==> config.mk <==
export PLATFORM = sky130hd
export DESIGN_NAME = priority_task_queue_unit
export DESIGN_NICKNAME = d
export VERILOG_FILES = /design/src/sv/ptq_pkg.sv /design/src/sv/ptq_cell.sv /design/src/sv/priority_task_queue_unit.sv
export SDC_FILE = /design/constraint.sdc
export NUM_CORES = 1
export LEC_CHECK = 0
export BUFFER_PORTS_ARGS = -buffer_cell sky130_fd_sc_hd__clkbuf_2
export CORE_MARGIN = 8
export CORE_UTILIZATION = 29
export CTS_CLUSTER_SIZE = 28
export DETAILED_ROUTE_END_ITERATION = 8
export PLACE_DENSITY = 0.47
export SYNTH_ARGS = -nofsm -noshare
export SYNTH_HDL_FRONTEND = slang
export SYNTH_SLANG_ARGS = --single-unit
==> constraint.sdc <==
create_clock -name clock -period 7.54 [get_ports clock]
set_input_delay 1.508 -clock clock [delete_from_list [all_inputs] [get_ports clock]]
set_output_delay 1.508 -clock clock [all_outputs]
set_load 0.01 [all_outputs]
==> src/sv/ptq_pkg.sv <==
`default_nettype none
// ----------------------------------------------------------------------------
// ptq_pkg: shared types and codes of the priority task queue
// Command and status codes, request and response beats, and the per-cell
// entry and control types used along the cell chain.
// ----------------------------------------------------------------------------
package ptq_pkg;

   localparam int QUEUE_DEPTH = 16;
   localparam int FILL_W      = $clog2(QUEUE_DEPTH + 1);
   localparam int QCNT_W      = 5;
   localparam int HANDLE_W    = 16;
   localparam int PRIO_W      = 8;
   localparam int TASKS_W     = 16;

   localparam logic [1:0] CMD_SUBMIT   = 2'd0;
   localparam logic [1:0] CMD_TAKE     = 2'd1;
   localparam logic [1:0] CMD_COMPLETE = 2'd2;
   localparam logic [1:0] CMD_STOP     = 2'd3;

   localparam logic [2:0] ST_OK      = 3'd0;
   localparam logic [2:0] ST_FULL    = 3'd1;
   localparam logic [2:0] ST_EMPTY   = 3'd2;
   localparam logic [2:0] ST_STOPPED = 3'd3;
   localparam logic [2:0] ST_INVALID = 3'd4;

   typedef struct packed {
      logic [1:0]          cmd;
      logic [HANDLE_W-1:0] task_handle;
      logic [PRIO_W-1:0]   task_priority;
   } req_type;

   typedef struct packed {
      logic [2:0]          status;
      logic [HANDLE_W-1:0] out_handle;
      logic [PRIO_W-1:0]   out_priority;
      logic                active;
      logic                cancelled;
      logic [QCNT_W-1:0]   queued_count;
   } rsp_type;

   typedef struct packed {
      logic [HANDLE_W-1:0] handle;
      logic [PRIO_W-1:0]   prio;
   } entry_type;

   typedef enum logic [1:0] {
      CELL_HOLD,
      CELL_INSERT,
      CELL_POP
   } cell_op_type;

   typedef struct packed {
      cell_op_type op;
      entry_type   item;
   } cell_ctl_type;

endpackage : ptq_pkg
`default_nettype wire

==> src/sv/ptq_cell.sv <==
`default_nettype none
// ----------------------------------------------------------------------------
// ptq_cell: one slot of the priority queue chain
// Holds one entry. On insert, a cell whose entry ranks below the new one
// (or that is empty) takes the new entry or its left neighbor's; on pop,
// every cell takes its right neighbor's entry.
// ----------------------------------------------------------------------------
module ptq_cell
   import ptq_pkg::*;
(
   input  wire logic         clock,
   input  wire cell_ctl_type ctl,
   input  wire logic         occupied,
   input  wire logic         left_yield,
   input  wire entry_type    left_entry,
   input  wire entry_type    right_entry,
   output logic              yield,
   output entry_type         entry
);

   entry_type entry_ff;
   entry_type entry_in;

   // strictly lower priority yields, so equal priorities keep arrival order
   assign yield = !occupied || (ctl.item.prio > entry_ff.prio);
   assign entry = entry_ff;

   always_comb begin
      entry_in = entry_ff;
      unique case (ctl.op)
         CELL_INSERT: begin
            if (yield && left_yield) begin
               entry_in = left_entry;
            end else if (yield) begin
               entry_in = ctl.item;
            end
         end
         CELL_POP: entry_in = right_entry;
         default:  entry_in = entry_ff;
      endcase
   end

   always_ff @(posedge clock) begin
      entry_ff <= entry_in;
   end

endmodule : ptq_cell
`default_nettype wire

==> src/sv/priority_task_queue_unit.sv <==
`default_nettype none
// ----------------------------------------------------------------------------
// priority_task_queue_unit: priority-ordered task dispatcher
// Command-driven queue of task handles kept in a chain of cells.
// ----------------------------------------------------------------------------
// Usage:
//   Present a command beat on req_item with start high; it is taken at any
//   rising edge where start is high and busy is low. busy stays low, so one
//   command can be taken every cycle.
//   Each command produces exactly one response beat on rsp_item, marked by
//   rsp_strobe for one cycle, in the cycle right after the command was taken.
//   Every cell compares the incoming priority with its own entry in parallel,
//   so an insert or a pop updates the whole chain at once, regardless of
//   queue depth.
//   Submit inserts behind all entries of equal or higher priority; take pops
//   the head; complete lowers the outstanding count; stop blocks further
//   takes and sets the cancelled flag.
//   The response cannot be stalled: it must be captured on the strobe.
//   Synchronous reset empties the queue, clears the outstanding count and
//   both flags; entry contents are left as they are and never read while
//   outside the filled range.
// ----------------------------------------------------------------------------
module priority_task_queue_unit
   import ptq_pkg::*;
(
   input  wire logic    clock,
   input  wire logic    reset,
   input  wire logic    start,
   input  wire req_type req_item,
   output logic         busy,
   output logic         rsp_strobe,
   output rsp_type      rsp_item
);

   logic [FILL_W-1:0]  fill_ff, fill_in;
   logic [TASKS_W-1:0] tasks_ff, tasks_in;
   logic               stop_ff, stop_in;
   logic               cancel_ff, cancel_in;
   logic               rsp_strobe_ff;
   rsp_type            rsp_ff, rsp_in;

   logic               accept;
   cell_ctl_type       ctl;
   logic [QUEUE_DEPTH-1:0] yield;
   logic [QUEUE_DEPTH-1:0] occupied;
   entry_type          entries [QUEUE_DEPTH];
   entry_type          blank_entry;

   assign busy       = 1'b0;
   assign accept     = start && !busy;
   assign rsp_strobe = rsp_strobe_ff;
   assign rsp_item   = rsp_ff;
   assign blank_entry = '0;

   genvar gi;
   generate
      for (gi = 0; gi < QUEUE_DEPTH; gi++) begin : g_cell
         assign occupied[gi] = fill_ff > FILL_W'(gi);
         ptq_cell u_cell (
            .clock       (clock),
            .ctl         (ctl),
            .occupied    (occupied[gi]),
            .left_yield  ((gi == 0) ? 1'b0 : yield[(gi == 0) ? 0 : gi - 1]),
            .left_entry  ((gi == 0) ? blank_entry : entries[(gi == 0) ? 0 : gi - 1]),
            .right_entry ((gi == QUEUE_DEPTH - 1) ? blank_entry
                          : entries[(gi == QUEUE_DEPTH - 1) ? gi : gi + 1]),
            .yield       (yield[gi]),
            .entry       (entries[gi])
         );
      end
   endgenerate

   always_comb begin
      fill_in    = fill_ff;
      tasks_in   = tasks_ff;
      stop_in    = stop_ff;
      cancel_in  = cancel_ff;
      ctl.op     = CELL_HOLD;
      ctl.item.handle = req_item.task_handle;
      ctl.item.prio   = req_item.task_priority;
      rsp_in     = '0;
      rsp_in.status = ST_OK;
      if (accept) begin
         unique case (req_item.cmd)
            CMD_SUBMIT: begin
               if (req_item.task_handle == '0) begin
                  rsp_in.status = ST_INVALID;
               end else if (fill_ff == FILL_W'(QUEUE_DEPTH)) begin
                  rsp_in.status = ST_FULL;
               end else begin
                  ctl.op  = CELL_INSERT;
                  fill_in = fill_ff + 1'b1;
                  if (tasks_ff != '1) begin
                     tasks_in = tasks_ff + 1'b1;
                  end
               end
            end
            CMD_TAKE: begin
               if (stop_ff) begin
                  rsp_in.status = ST_STOPPED;
               end else if (fill_ff == '0) begin
                  rsp_in.status = ST_EMPTY;
               end else begin
                  ctl.op  = CELL_POP;
                  fill_in = fill_ff - 1'b1;
                  rsp_in.out_handle   = entries[0].handle;
                  rsp_in.out_priority = entries[0].prio;
               end
            end
            CMD_COMPLETE: begin
               if (tasks_ff != '0) begin
                  tasks_in = tasks_ff - 1'b1;
               end
            end
            CMD_STOP: begin
               stop_in   = 1'b1;
               cancel_in = 1'b1;
            end
            default: ;
         endcase
      end
      rsp_in.active       = tasks_in != '0;
      rsp_in.cancelled    = cancel_in;
      rsp_in.queued_count = QCNT_W'(fill_in);
   end

   always_ff @(posedge clock) begin
      if (reset) begin
         fill_ff       <= '0;
         tasks_ff      <= '0;
         stop_ff       <= 1'b0;
         cancel_ff     <= 1'b0;
         rsp_strobe_ff <= 1'b0;
      end else begin
         fill_ff       <= fill_in;
         tasks_ff      <= tasks_in;
         stop_ff       <= stop_in;
         cancel_ff     <= cancel_in;
         rsp_strobe_ff <= accept;
      end
      rsp_ff <= rsp_in;
   end

   a_fill_bound: assert property (@(posedge clock) disable iff (reset)
      fill_ff <= FILL_W'(QUEUE_DEPTH))
      else $error("queue fill above depth");

   a_one_beat: assert property (@(posedge clock) disable iff (reset)
      accept |=> rsp_strobe)
      else $error("missing response beat");

   a_fill_step: assert property (@(posedge clock) disable iff (reset)
      !$past(reset) |-> (fill_ff == $past(fill_ff) || fill_ff == $past(fill_ff) + 1'b1
                         || fill_ff == $past(fill_ff) - 1'b1))
      else $error("fill moved by more than one");

   a_take_nonzero: assert property (@(posedge clock) disable iff (reset)
      (accept && req_item.cmd == CMD_TAKE && !stop_ff && fill_ff != '0)
      |=> (rsp_item.out_handle != '0 && rsp_item.status == ST_OK))
      else $error("popped entry carries no handle");

endmodule : priority_task_queue_unit
`default_nettype wire
==> impl_results.md <==
* Die area at 99900 um^2
* Worst-path fanout max at 16
* Max VDD drop at 180 uV
* Final hold vios at 0
* # DRC at 0
* Syn nets at 2749
* Max-cap violations at 0
* Synth unique cells at 76
* Routed vias at 22100
* Post-layout min period at 5490 ps
* Total grt overflow at 0
* Worst Path Arrival at 5760 ps
* Status: finished, final reports clean
* Multiplexer share of the synthesized area at 3.69%
* Largest cells by area after synthesis: edfxtp_1 44%, ha_1 6.7%, o21ai_0 4.5%
* Top Ports at 65
* Post-Layout Cell Count at 3778
* Final WL at 101 mm
* Fin. max-slew vios at 0
* Initial DRC count at 2442
* Post-Synthesis Cells at 2581
* Final setup vio count at 0
* Synth top area share at 44.2%
* Crit. End Element: register
* Fmax at 0.182 GHz
* RSZ-0062 raised after global routing: false
* Adder-cell area share of the yosys netlist at 6.66%
* Worst Hold End: rsp_item[5]
* Sequential-to-total area share from yosys stat at 48.6%
* Reg2reg start: fill_ff[0]
* Via density at 5.86
* Top FF cell, synth: edfxtp_1
* R2R Setup Slk at 3340 ps
* Async SR Flop Fraction at 0%
* Hold path cells at 1
* CTS tree: yes
* Setup CP Type: in2reg
* CTS resizes at 0
* Multi-input gate area at 12100 um^2
* Setup bufs post-CTS at 0
* Clk slew on worst S/H paths at 60 ps
* Die X-Extent at 316 um
* Largest family of logic cells by synthesized area: compound AO/OA/AOI/OAI gates
* Total GRT Usage at 19.5%
* Clk_lat worst skew at 640 ps
* Clk buf depth at 3
* WL/cell at 26.6 um
* Worst r2r dst: g_cell[10].u_cell.entry[2]
* CTS buffer count at 52
* Vias in the first global route at 21500
* Placeable Area at 89600 um^2
* Area overhead of the layout relative to synthesis at 14.1%
* TNS Setup at 0 ps
* Slew at the pin with the worst max-slew slack at 1240 ps
* First-pass iteration count of the detailed router at 5
* Final nets at 2727
* Largest area contributor in the netlist: edfxtp_1
* Inst Count DP at 3681
* Hold buffer count at cts at 0
* FF+latch area at 12700 um^2
* Max-slew headroom at 17.3%
* Crit share post-route at 72.9%
* Simple logic cell fraction of the synthesized area at 15.0%
* Synth Register Bits at 442
* First-pass GRT wire length at 147 mm
* Largest net degree at the start of global routing at 218
* Starting density of the core at 29.1%
* Leak at 11.2 nW
* Number of synthesized flops with an enable pin at 384
* CP startpoint: req_item[13]
* Row count at 110
* CP required at 7810 ps
* Cell Pwr Density at 234 nW/um^2
* Initial antenna violation count at 5
* Port Buffers at 63
* Setup Skew at 38.2 ps
* Avg Inst Size Synth at 10.1 um^2
* Post-Synthesis Cell Area at 26100 um^2
* Post-synthesis xor/xnor area fraction at 0.201%
* Yosys warns at 0
* Layout cell share with drive strength beyond 1 at 11.0%
* Hold Path Origin: cancel_ff
* Synth Area in Compound Gates at 19.7%
* Clk root buf: clkbuf_16
* Total Power at 0.00697 W
* CP Launch Type: input pin
* Clk sinks at 442
* H-tree depth at 2
* Final Wtd Congestion at 0.840
* Detailed Place HPWL at 66.8 mm
* Hold Crit Class: reg2reg
* # fillers at 9025
* R2R cell count at 12
* Die H at 316 um
* ANT nets after route at 0
[kinds of logic after synthesis]
group,Yosys count
simple gates,759
compound gates,724
flops,442
buf+inv,414
fa+ha+maj,139
mux,96
xor+xnor,6
other cells,1
[critical path, cell delays in order]
cell	delay [ps]
clkbuf_2	180
nor4_1	860
nand4_1	760
nand2_1	460
inv_1	130
ha_1	650
buf_4	360
a21oi_4	380
buf_4	440
[layer usage]
layer  GRT usage, %  wire, um
met5              0        27
met2           30.0     44100
met3           3.19      7450
met1           27.7     45900
met4           6.47      3200
[registers in the layout (all words and copies together) (netlist names)]
register,count
rsp_strobe,1
cancel_ff,1
g_cell.u_cell.entry,384
fill_ff,5
rsp_item,34
tasks_ff,16
stop_ff,1
[power breakdown]
group / switching, W / leakage [nW] / internal [W]
registers: 0.000109 / 4.01 / 0.00289
logic: 0.000823 / 6.30 / 0.000426
clock network: 0.00111 / 0.872 / 0.00161
total: 0.00204 / 11.2 / 0.00493
[how the worst max path moves through the flow]
| stage | end | slack (ps) | cells past startpoint |
|---|---|---|---|
| floorplan | g_cell[0].u_cell.entry[0] | 1660 | 13 |
| global placement | g_cell[14].u_cell.entry[22] | 1540 | 9 |
| detailed placement | g_cell[14].u_cell.entry[16] | 1590 | 9 |
| CTS | g_cell[14].u_cell.entry[9] | 2220 | 9 |
| global route | g_cell[14].u_cell.entry[9] | 2140 | 9 |
| finish | g_cell[14].u_cell.entry[9] | 2050 | 9 |
[cells in the mapped netlist, drive strengths merged, types with 5 or more instances]
| master | n |
|---|---|
| a211oi | 9 |
| a21bo | 17 |
| a21o | 20 |
| a21oi | 64 |
| a221o | 75 |
| a22oi | 9 |
| a2bb2oi | 17 |
| a31oi | 46 |
| a41oi | 9 |
| and2 | 9 |
| buf | 24 |
| clkbuf | 185 |
| dfxtp | 58 |
| edfxtp | 384 |
| ha | 139 |
| inv | 205 |
| mux2i | 94 |
| nand2 | 297 |
| nand2b | 16 |
| nand3 | 43 |
| nand4 | 66 |
| nor2 | 92 |
| nor2b | 78 |
| nor3 | 29 |
| nor3b | 19 |
| nor4 | 34 |
| nor4b | 36 |
| o211ai | 5 |
| o21a | 20 |
| o21ai | 235 |
| o221ai | 44 |
| o22ai | 8 |
| o311ai | 111 |
| o41ai | 5 |
| or2 | 8 |
| or3 | 8 |
| or4 | 10 |
| xnor2 | 5 |
[layout by cell type (no fill, tap or decap), drive strengths merged, types with 29 or more instances in the layout]
master  synthesis  routed
nor3           29      29
nand4          66      66
inv           205     206
a221o          75      75
nor4           34      34
mux2i          94      94
a31oi          46      46
nand3          43      43
o221ai         44      44
nor4b          36      36
nor2b          78      78
nor2           92      92
buf            24      70
a21oi          64      64
edfxtp        384     384
o21ai         235     235
ha            139     139
clkbuf        185     131
nand2         297     297
o311ai        111     111
dfxtp          58      58
[through the flow]
step           setup WS [ps]  hold slack, ps  utilization (%)  instance area, um^2
3_3_place_gp            1540             417             31.2                28000
5_1_grt                 2140             456             33.2                29800
4_1_cts                 2220             435             33.2                29800
6_report                2050             427             33.2                29800
2_1_floorplan           1660             401                -                26100
3_5_place_dp            1590             429             31.2                28000
[area by class of cell]
type | instances | area share, %
inverter | 205 | 2.60
clock inverter | 26 | 1.23
tap | 1176 | 4.94
clock buffer | 68 | 4.80
sequential | 442 | 42.6
antenna | 3 | 0.0252
multi-input combinational | 1725 | 40.7
timing repair buffer | 133 | 3.10
Note: power is estimated with default switching activity, not from simulation.
